### src/design/iod_cbrt.sv
// ----------------------------------------------------------------------------
// iod_cbrt
// bit-serial floor cube root of a 64-bit value, one root bit per cycle
// ----------------------------------------------------------------------------
module iod_cbrt (
  input  logic        clk,
  input  logic        rst,
  input  logic        start,
  input  logic [63:0] radicand,
  output logic        done,
  output logic [21:0] root
);

  logic [65:0] rem;
  logic [65:0] rem_next;
  logic [63:0] src;
  logic [21:0] y;
  logic [21:0] y_next;
  logic [4:0]  cnt;
  logic        busy;
  logic [22:0] ys;
  logic [66:0] b;
  logic [66:0] cur;

  // first step takes a single bit (bit 63), others three bits
  always_comb begin
    ys = {y, 1'b0};
    b = 67'(3) * 67'(ys) * 67'(ys + 23'd1) + 67'd1;
    if (cnt == 5'd0) begin
      cur = 67'({rem[63:0], src[63]});
    end else begin
      cur = 67'({rem[63:0], src[63:61]});
    end
    if (cur >= b) begin
      rem_next = 66'(cur - b);
      y_next   = ys[21:0] | 22'd1;
    end else begin
      rem_next = 66'(cur);
      y_next   = ys[21:0];
    end
  end

  always_ff @(posedge clk) begin
    if (rst) begin
      busy <= 1'b0;
      done <= 1'b0;
      cnt  <= 5'd0;
    end else begin
      done <= 1'b0;
      if (start) begin
        busy <= 1'b1;
        cnt  <= 5'd0;
        rem  <= '0;
        y    <= '0;
        src  <= radicand;
      end else if (busy) begin
        rem <= rem_next;
        y   <= y_next;
        src <= (cnt == 5'd0) ? {src[62:0], 1'b0} : {src[60:0], 3'b000};
        cnt <= cnt + 5'd1;
        if (cnt == 5'd21) begin
          busy <= 1'b0;
          done <= 1'b1;
        end
      end
    end
  end

  assign root = y;

endmodule

### config.mk
export PLATFORM = sky130hd
export DESIGN_NAME = iod_cbrt
export DESIGN_NICKNAME = d
export VERILOG_FILES = /design/src/design/iod_cbrt.sv
export SDC_FILE = /design/constraint.sdc
export NUM_CORES = 2
export LEC_CHECK = 0
export ABC_AREA = 1
export BUFFER_PORTS_ARGS = -buffer_cell sky130_fd_sc_hd__buf_2
export CAP_MARGIN = 5
export CORE_AREA = 3 3 246 248
export CTS_CLUSTER_DIAMETER = 120
export DETAILED_ROUTE_END_ITERATION = 8
export DIE_AREA = 0 0 249 251
export PLACE_DENSITY = 0.71
export SLEW_MARGIN = 20
export SYNTH_ARGS = -nofsm -noshare
export SYNTH_HDL_FRONTEND = slang
export SYNTH_SLANG_ARGS = --single-unit
### constraint.sdc
create_clock -name clk -period 13.3 [get_ports clk]
set_input_delay 1.33 -clock clk [delete_from_list [all_inputs] [get_ports clk]]
set_output_delay 1.33 -clock clk [all_outputs]
set_load 0.005 [all_outputs]
==> results by group <==
Placement
  • I/O Buffers: 89
  • Placed instance count: 5,101
  • GPL Wtd Cong: 1.00
  • Final HPWL DP: 86,500 um

Floorplan
  • Initial Utilization: 54.8%
  • Die area: 62,500 sq um
  • Die Wd: 249 um
  • Core box area: ~59,000 sq um
  • Rows: 89
  • I/O pin count: 90
  • Die height: approximately 250 um

Finish
  • Fill cells: 5,652
  • Fraction of layout cells with a size suffix above 1: slightly above 5%
  • Synthesis-to-layout area growth: 5.26%
  • Core Util, Final: 57.7%
  • Non-Filler Instances: 5,135
  • Nets: 5,144

STA
  • Hold Vio Cnt, Final: 0
  • Fin crit period: 12.67 ns
  • Pin slew with the least headroom to its limit: roughly 1 ns
  • Final worst path period share: 95.3%
  • Final setup viols: 0
  • Slew Viols, Final: 0
  • Slew headroom: 33.1%
  • Max frequency: 78.9 MHz
  • Skew final: 0.0273 ns
  • RSZ-0062 raised after global routing: false
  • Post-Route Setup TNS: 0 ns

Clock network
  • H-tree depth: 4
  • PostCTS Resize Cnt: 0
  • Clock latency on the worst-skew pair: 0.51 ns
  • Root Buffer: clkbuf_16
  • CTS buffer count: 17
  • Register clock-pin slew on the reported worst setup and hold paths: 0.08 ns
  • CTS tree: yes
  • CTS sink count: 157
  • Total setup buffers inserted after CTS: 0
  • Max clock buf depth: 2
  • Hold buffer count at CTS: 0

Routing
  • DRT Pass-1 Iters: 8
  • Drt first-iter violations: 2,414
  • Vias: 28,818
  • Antenna-violating nets left: 0
  • Via density: ~5.6
  • DR DRC count: 0
  • Total wire length: between 100,000 and 150,000 um
  • Wirelength per Cell: between 20 and 25 um

Setup path
  • Worst path max stage delay: 0.72 ns
  • Crit path capture type: flop
  • CP dominant cell by count: nand2_1
  • Worst Path Max Fanout: 56
  • Worst path arrival time: 12.89 ns
  • Worst path slowest cell: edfxtp_1
  • Startpoint types: flop
  • Req. time, crit path: 13.52 ns
  • Critical path class: flop to flop

Logic synthesis
  • EDFF count, synth: 150
  • Synth cell count leaders: nand2_1 (925), inv_1 (830), nor2_1 (704)
  • Mapped Nets: roughly 5,100
  • Primary FF master, synth: edfxtp_1
  • Yosys top cell by area: fa_1
  • Count leader, synth: nand2_1
  • Area share of the largest cell type after synthesis: between 20 and 30%
  • Yosys synthesis warning count: 0
  • Post-Synthesis Cells: 4,352
  • Synth top area cells: fa_1 (29%), edfxtp_1 (14%), nand2_1 (11%)
  • Post-Syn Area per Cell: 7.39 sq um
  • Fraction of registers with async set/reset: 0%
  • Sequential share of the synthesized area: 14.4%
  • Synth unique cells: 44
  • Synthesized flop and latch total: around 160
  • Mapped Area: 32,200 sq um

Job
  • Max cap viols: 0

GRT
  • Global route overflow: 0
  • Antenna violations before repair: 3
  • First-pass GRT wire length: 166,000 um
  • Aggregate global-route resource usage: 34.3%
  • Largest net degree at the start of global routing: 104
  • Vias in the first global route: 29,484

Run status
  • Status: complete, no violations

Min path
  • Hold WC Path Type: flop to flop
[path summary, 6_finish.rpt]
kind | end | start | slack, ns | cells after the start
worst max-delay path | rem[15] | root[1] | 0.63 | 49
worst min-delay path | cnt[4] | cnt[4] | 0.52 | 1
worst min register to register | cnt[4] | cnt[4] | 0.52 | 1
worst max register to register | rem[15] | root[1] | 0.63 | 49
[cell type report]
| cell class | instances | area (sq um) | share of cell area [%] |
|---|---|---|---|
| Antenna cell | 2 | 5.00 | 0.0148 |
| Clock buffer | 17 | 425 | 1.26 |
| Clock inverter | 15 | 188 | 0.554 |
| Inverter | 848 | 3190 | 9.41 |
| Multi-Input combinational cell | 3180 | 23600 | 69.7 |
| Sequential cell | 157 | 4640 | 13.7 |
| Tap cell | 773 | 967 | 2.86 |
| Timing Repair Buffer | 143 | 863 | 2.55 |
[kinds of logic after synthesis]
logic type / after synthesis / share of synthesized area [%]
buffers and inverters: 1015 / 12.3
XOR/XNOR: 85 / 2.31
multiplexers: 1 / 0.0311
AO/OA/AOI/OAI: 456 / 7.82
flip-flops: 157 / 14.4
adder cells (fa/ha/maj): 730 / 39.1
AND/OR/NAND/NOR: 1908 / 24.0
[cell usage in the layout, fill, tap and decap left out, drive strengths merged, types with 2 or more instances in the layout]
| cell type | Yosys | layout |
|---|---|---|
| and3 | 5 | 5 |
| inv | 833 | 841 |
| a21o | 7 | 7 |
| or2 | 27 | 27 |
| o21ai | 183 | 183 |
| nor2 | 708 | 708 |
| clkbuf | 115 | 17 |
| a21oi | 151 | 151 |
| nand3 | 145 | 145 |
| o21bai | 14 | 14 |
| a31o | 2 | 2 |
| nor3 | 23 | 23 |
| nand4 | 27 | 27 |
| o211ai | 5 | 5 |
| dfxtp | 7 | 7 |
| and2 | 2 | 2 |
| clkinv | 15 | 21 |
| o21a | 4 | 4 |
| nand2 | 927 | 927 |
| ha | 269 | 269 |
| a211oi | 4 | 4 |
| a21boi | 12 | 12 |
| xor2 | 39 | 39 |
| buf | 52 | 143 |
| nor4 | 10 | 10 |
| a31oi | 72 | 72 |
| nand3b | 34 | 34 |
| xnor2 | 46 | 46 |
| diode | 0 | 2 |
| fa | 461 | 461 |
| edfxtp | 150 | 150 |
[flip-flops by register name, indices dropped and copies added (netlist names)]
register and count:
busy 1, cnt 5, done 1, rem 64, root 22, src 64
[metrics by stage]
step | hold WS, ns | setup slack [ns] | area [sq um]
after floorplan | 0.454 | 3.16 | 32200
after global placement | 0.490 | 0.926 | 33300
after detailed placement | 0.490 | 0.793 | 33300
after CTS | 0.508 | 0.744 | 33900
after global routing | 0.533 | 0.103 | 33900
final | 0.516 | 0.630 | 33900
[layer usage]
layer | vias to the layer above | routed length, um | global-route usage [%]
met1 | 13898 | 42100 | 43.9
met3 | 304 | 8110 | 6.23
met5 | - | 0 | 0
met2 | 1253 | 49000 | 56.3
met4 | 0 | 6030 | 17.3
li1 | 13363 | - | -
[critical path, delay by kind of cell (launching register included)]
kind            cells  cell delay [ns]
compound gates      4             0.58
flops               1             0.72
xor+xnor            1             0.19
fa+ha+maj          11             5.13
buf+inv             9             1.26
simple gates       24             4.42
Power is not shown: default switching activity piles up to over one toggle a cycle in this logic, so the estimate is an artifact.
