`config.mk`:
```
export PLATFORM = sky130hd
export DESIGN_NAME = iod_div
export DESIGN_NICKNAME = d
export VERILOG_FILES = /design/src/design/iod_div.sv
export SDC_FILE = /design/constraint.sdc
export NUM_CORES = 1
export LEC_CHECK = 0
export ABC_AREA = 1
export BUFFER_PORTS_ARGS = -buffer_cell sky130_fd_sc_hd__buf_4
export CORE_MARGIN = 1
export CORE_UTILIZATION = 40
export DETAILED_ROUTE_END_ITERATION = 12
export GPL_TIMING_DRIVEN = 0
export PLACE_DENSITY = 0.68
export SLEW_MARGIN = 25
export SYNTH_ARGS = -nofsm -noshare
export SYNTH_HDL_FRONTEND = slang
export SYNTH_SLANG_ARGS = --single-unit
```
`constraint.sdc`:
```
create_clock -name clk -period 15.05 [get_ports clk]
set_input_delay 3.01 -clock clk [delete_from_list [all_inputs] [get_ports clk]]
set_output_delay 3.01 -clock clk [all_outputs]
set_load 0.03 [all_outputs]
```
`src/design/iod_div.sv`:
```
// ----------------------------------------------------------------------------
// iod_div
// bit-serial restoring divider, 128-bit dividend by 64-bit divisor
// ----------------------------------------------------------------------------
module iod_div (
  input  logic         clk,
  input  logic         rst,
  input  logic         start,
  input  logic [127:0] dividend,
  input  logic [63:0]  divisor,
  output logic         done,
  output logic [63:0]  quotient,
  output logic         overflow
);

  logic [127:0] src;
  logic [64:0]  rem;
  logic [64:0]  shifted;
  logic [6:0]   cnt;
  logic         busy;
  logic         hit;

  assign shifted = {rem[63:0], src[127]};
  assign hit = shifted >= {1'b0, divisor};

  always_ff @(posedge clk) begin
    if (rst) begin
      busy <= 1'b0;
      done <= 1'b0;
      cnt  <= 7'd0;
    end else begin
      done <= 1'b0;
      if (start) begin
        busy     <= 1'b1;
        cnt      <= 7'd0;
        rem      <= '0;
        src      <= dividend;
        overflow <= 1'b0;
      end else if (busy) begin
        rem <= hit ? shifted - {1'b0, divisor} : shifted;
        src <= {src[126:0], 1'b0};
        if (cnt[6] == 1'b0) begin
          overflow <= overflow | hit;
        end else begin
          quotient <= {quotient[62:0], hit};
        end
        cnt <= cnt + 7'd1;
        if (cnt == 7'd127) begin
          busy <= 1'b0;
          done <= 1'b1;
        end
      end
    end
  end

endmodule

```
==> summary.md <==
| Metric | Value |
|---|---|
| Outcome | finished, final reports clean |
| Maxcap violations | 0 |
| Setup Fix Bufs, Post-CTS | 0 |
| Flop pwr share | 38.0% |
| RSZ-0062 raised after global routing | no |
| Layout cell share with drive strength beyond 1 | 15.50% |
| Total number of vias | 15840 |
| Crit path kind | primary input to register |
| Pre-antenna DRT Iters | 5 |
| Post-synth EDFFs | 257 |
| Post-Syn Area | 17620 µm² |
| Syn Inst Count | 2469 |
| Tmin final | 5.132 ns |
| P_int | 1.596 mW |
| Die Span Y | 211.9 µm |
| Clk_lat worst skew | 0.55 ns |
| Dpl cell area | 20660 µm² |
| CP Launch Type | primary input |
| Hold_ws | 0.4495 ns |
| Vias in the first global route | 15220 |
| Worst hold stages | 0 |
| Fmax | 194.9 MHz |
| Worst Hold Class | register to register |
| Sw Pwr | 0.7767 mW |
| I/O pin count | 261 |
| Pre-CTS setup slack | 9.411 ns |
| Num rows | 76 |
| Diode count | 0 |
| DIE WIDTH | 211.9 µm |
| Largest net degree at the start of global routing | 24 |
| Worst-case reg-to-reg path depth | 14 |
| Total CTS buffers | 34 |
| Net Sw Frac | 32.74% |
| Yosys top cell by area | edfxtp_1 |
| DIE AREA | 44900 µm² |
| Nets | 3044 |
| CP Cell Sequence | buf_4 -> inv_1 -> ha_1 -> nand2_1 -> nor2_1 -> nand2_1 -> nor2_2 -> nand2_1 -> nor2_2 -> nor2_2 -> nand3_1 -> a21oi_2 -> buf_4 -> buf_6 -> nor2_1 -> nor2_1 |
| Gpl congestion | 1.001 |
| Post-CTS Hold Buffers | 0 |
| Primary FF master, synth | edfxtp_1 |
| CTS tree | done |
| Ys async rst share | 0% |
| Avg WL per Cell | 15.36 µm |
| Iter 0 DRT Violations | 1168 |
| VDD IR max | 63.36 µV |
| Top cell type's share of synthesized area | 43.79% |
| Drt total wl | 52110 µm |
| Final max-slew violation count | 0 |
| Sequential area share after synthesis | 44.81% |
| Power density over the cells | 109.0 nW/µm² |
| Synthesized net count | 2730 |
| Crit end category | register |
| Cell variety after synth | 35 |
| Final HPWL DP | 42490 µm |
| Critical path data required time | 15.33 ns |
| Final setup fails | 0 |
| Final period util | 34.10% |
| Final hold vios | 0 |
| CP bufs+invs | 4 |
| Crit-path max FO | 10 |
| # H-tree levels | 2 |
| Clock power share | 34.4% |
| CP delay by family, top | simple AND/OR/NAND/NOR gates |
| Worst rel slew slack | 38.90% |
| Post-route cell area | 21760 µm² |
| Slew @ Worst Pin | 0.9165 ns |
| Number of I/O port buffers | 260 |
| Comb pwr share | 27.6% |
| Clk sink count | 266 |
| Gr ovfl total | 0 |
| Clock skew | 0.02657 ns |
| Mean Syn Cell Area | 7.138 µm² |
| Synth top cells by count | 1120 x nand2_1, 433 x inv_1, 257 x edfxtp_1 |
| Drt via density | 4.670 |
| Initial antenna violation count | 1 |
| Root Buffer | clkbuf_16 |
| Clock Path Buffers | 3 |
| Final worst slack | 9.918 ns |
| CP peak stage delay | 0.37 ns |
| Drc violations | 0 |
| Worst-path clk slew | 0.05 ns |
| Synthesis-to-layout area growth | 23.48% |
| CP max-delay cell | ha_1 |
| First-pass GRT wire length | 80100 µm |
| Synthesis warning total | 0 |
| Cts repair resizes | 0 |
| Levels on crit path | 16 |
| ANT nets after route | 0 |
| Crit path arrival time | 5.41 ns |
| Synth Register Bits | 266 |
| Core area | 43270 µm² |
| Synth area leaders | edfxtp_1 44%, nand2_1 24%, inv_1 9.2%, nor2_1 4.6%, ha_1 4.6% |
| LEAKAGE | 11.50 nW |
| Tot GR Track Use | 23.33% |
| Initial Util | 40.73% |
| Top-count cell post-synth | nand2_1 |
## sequential cells by signal, summed over array words and instances, names as in the netlist
name      flops
quotient     64
done          1
busy          1
cnt           7
src         128
rem          64
overflow      1
## metrics by stage
step           setup TNS (ns)  cells  power, mW  util [%]
6_report                    0   3392      2.373     50.30
5_1_grt                     0   3392      2.504     50.30
4_1_cts                     0   3392      2.392     50.30
3_5_place_dp                0   3332      1.565     47.75
3_3_place_gp          -504.01   3314      1.562     46.94
2_1_floorplan               0   2469      1.355         -
## path summary, 6_finish.rpt
path	start	end	slack (ns)
setup / recovery	divisor[33]	rem[56]	9.92
hold / removal	quotient[1]	quotient[2]	0.45
setup reg to reg	rem[33]	rem[56]	12.13
hold reg to reg	quotient[1]	quotient[2]	0.45
## worst register-to-register path, delay by kind of cell (launching register included)
family | cells | cell delay (ns)
buf+inv | 2 | 0.41
flops | 1 | 0.42
compound gates | 1 | 0.04
fa+ha+maj | 1 | 0.43
simple gates | 10 | 1.37
## logic make-up (layout without fill, tap and decap cells)
logic type	after synthesis	count (layout)	synth area share (%)
simple gates	1537	1537	35.83
buf+inv	506	844	11.25
fa+ha+maj	66	66	4.728
flops	266	266	44.81
xor+xnor	32	32	1.590
compound gates	62	62	1.796
## power groups by stage
stage | Sequential [mW] | Combinational (mW) | Clock, mW
final | 0.901 | 0.655 | 0.817
after global routing | 0.906 | 0.736 | 0.862
after CTS | 0.901 | 0.652 | 0.839
after detailed placement | 0.916 | 0.649 | 0
after global placement | 0.932 | 0.631 | 0
after floorplan | 0.921 | 0.435 | 0
## per-layer routing
metal	vias to the layer above	track usage, %	part of all wire, %
li1	8153	-	-
met1	7174	30.75	44
met4	2	7.796	3.0
met2	435	38.60	46
met5	-	0	0.033
met3	78	4.020	6.1
## layout make-up
class                           count  area, µm²
Clock inverter                     18      191.4
Multi-Input combinational cell   1697       7761
Clock buffer                       42      912.1
Buffer                             54      285.3
Inverter                          452       1697
Timing Repair Buffer              278       2286
Fill cell                        4360      21500
Tap cell                          585      732.0
Sequential cell                   266       7898
## layout by cell type (no fill, tap or decap), types with 2 or more instances in the layout
master | synthesis | final
nand4_1 | 11 | 11
buf_4 | 4 | 270
o21ai_1 | 2 | 2
ha_1 | 65 | 65
buf_1 | 4 | 4
xnor2_1 | 2 | 2
nor3_1 | 12 | 11
xor2_1 | 30 | 30
clkbuf_16 | 0 | 35
a21oi_1 | 51 | 50
nand3b_1 | 39 | 39
nand3_2 | 12 | 12
bufinv_16 | 0 | 3
clkinv_1 | 2 | 4
and2_1 | 5 | 5
inv_6 | 0 | 2
inv_2 | 17 | 17
clkbuf_1 | 27 | 33
nand2_4 | 3 | 3
buf_16 | 0 | 9
edfxtp_1 | 257 | 257
nand2_1 | 1120 | 1120
nand3_1 | 67 | 67
o21ai_0 | 7 | 7
nand2_2 | 15 | 15
buf_6 | 7 | 8
nor4_1 | 3 | 3
nor2_1 | 217 | 217
buf_8 | 0 | 2
dfxtp_1 | 9 | 9
or2_2 | 2 | 2
buf_2 | 12 | 12
clkinv_2 | 0 | 8
inv_1 | 433 | 433
nor2_4 | 5 | 5
nor2_2 | 24 | 24
No activity file was read; power rests on OpenSTA's default activity.
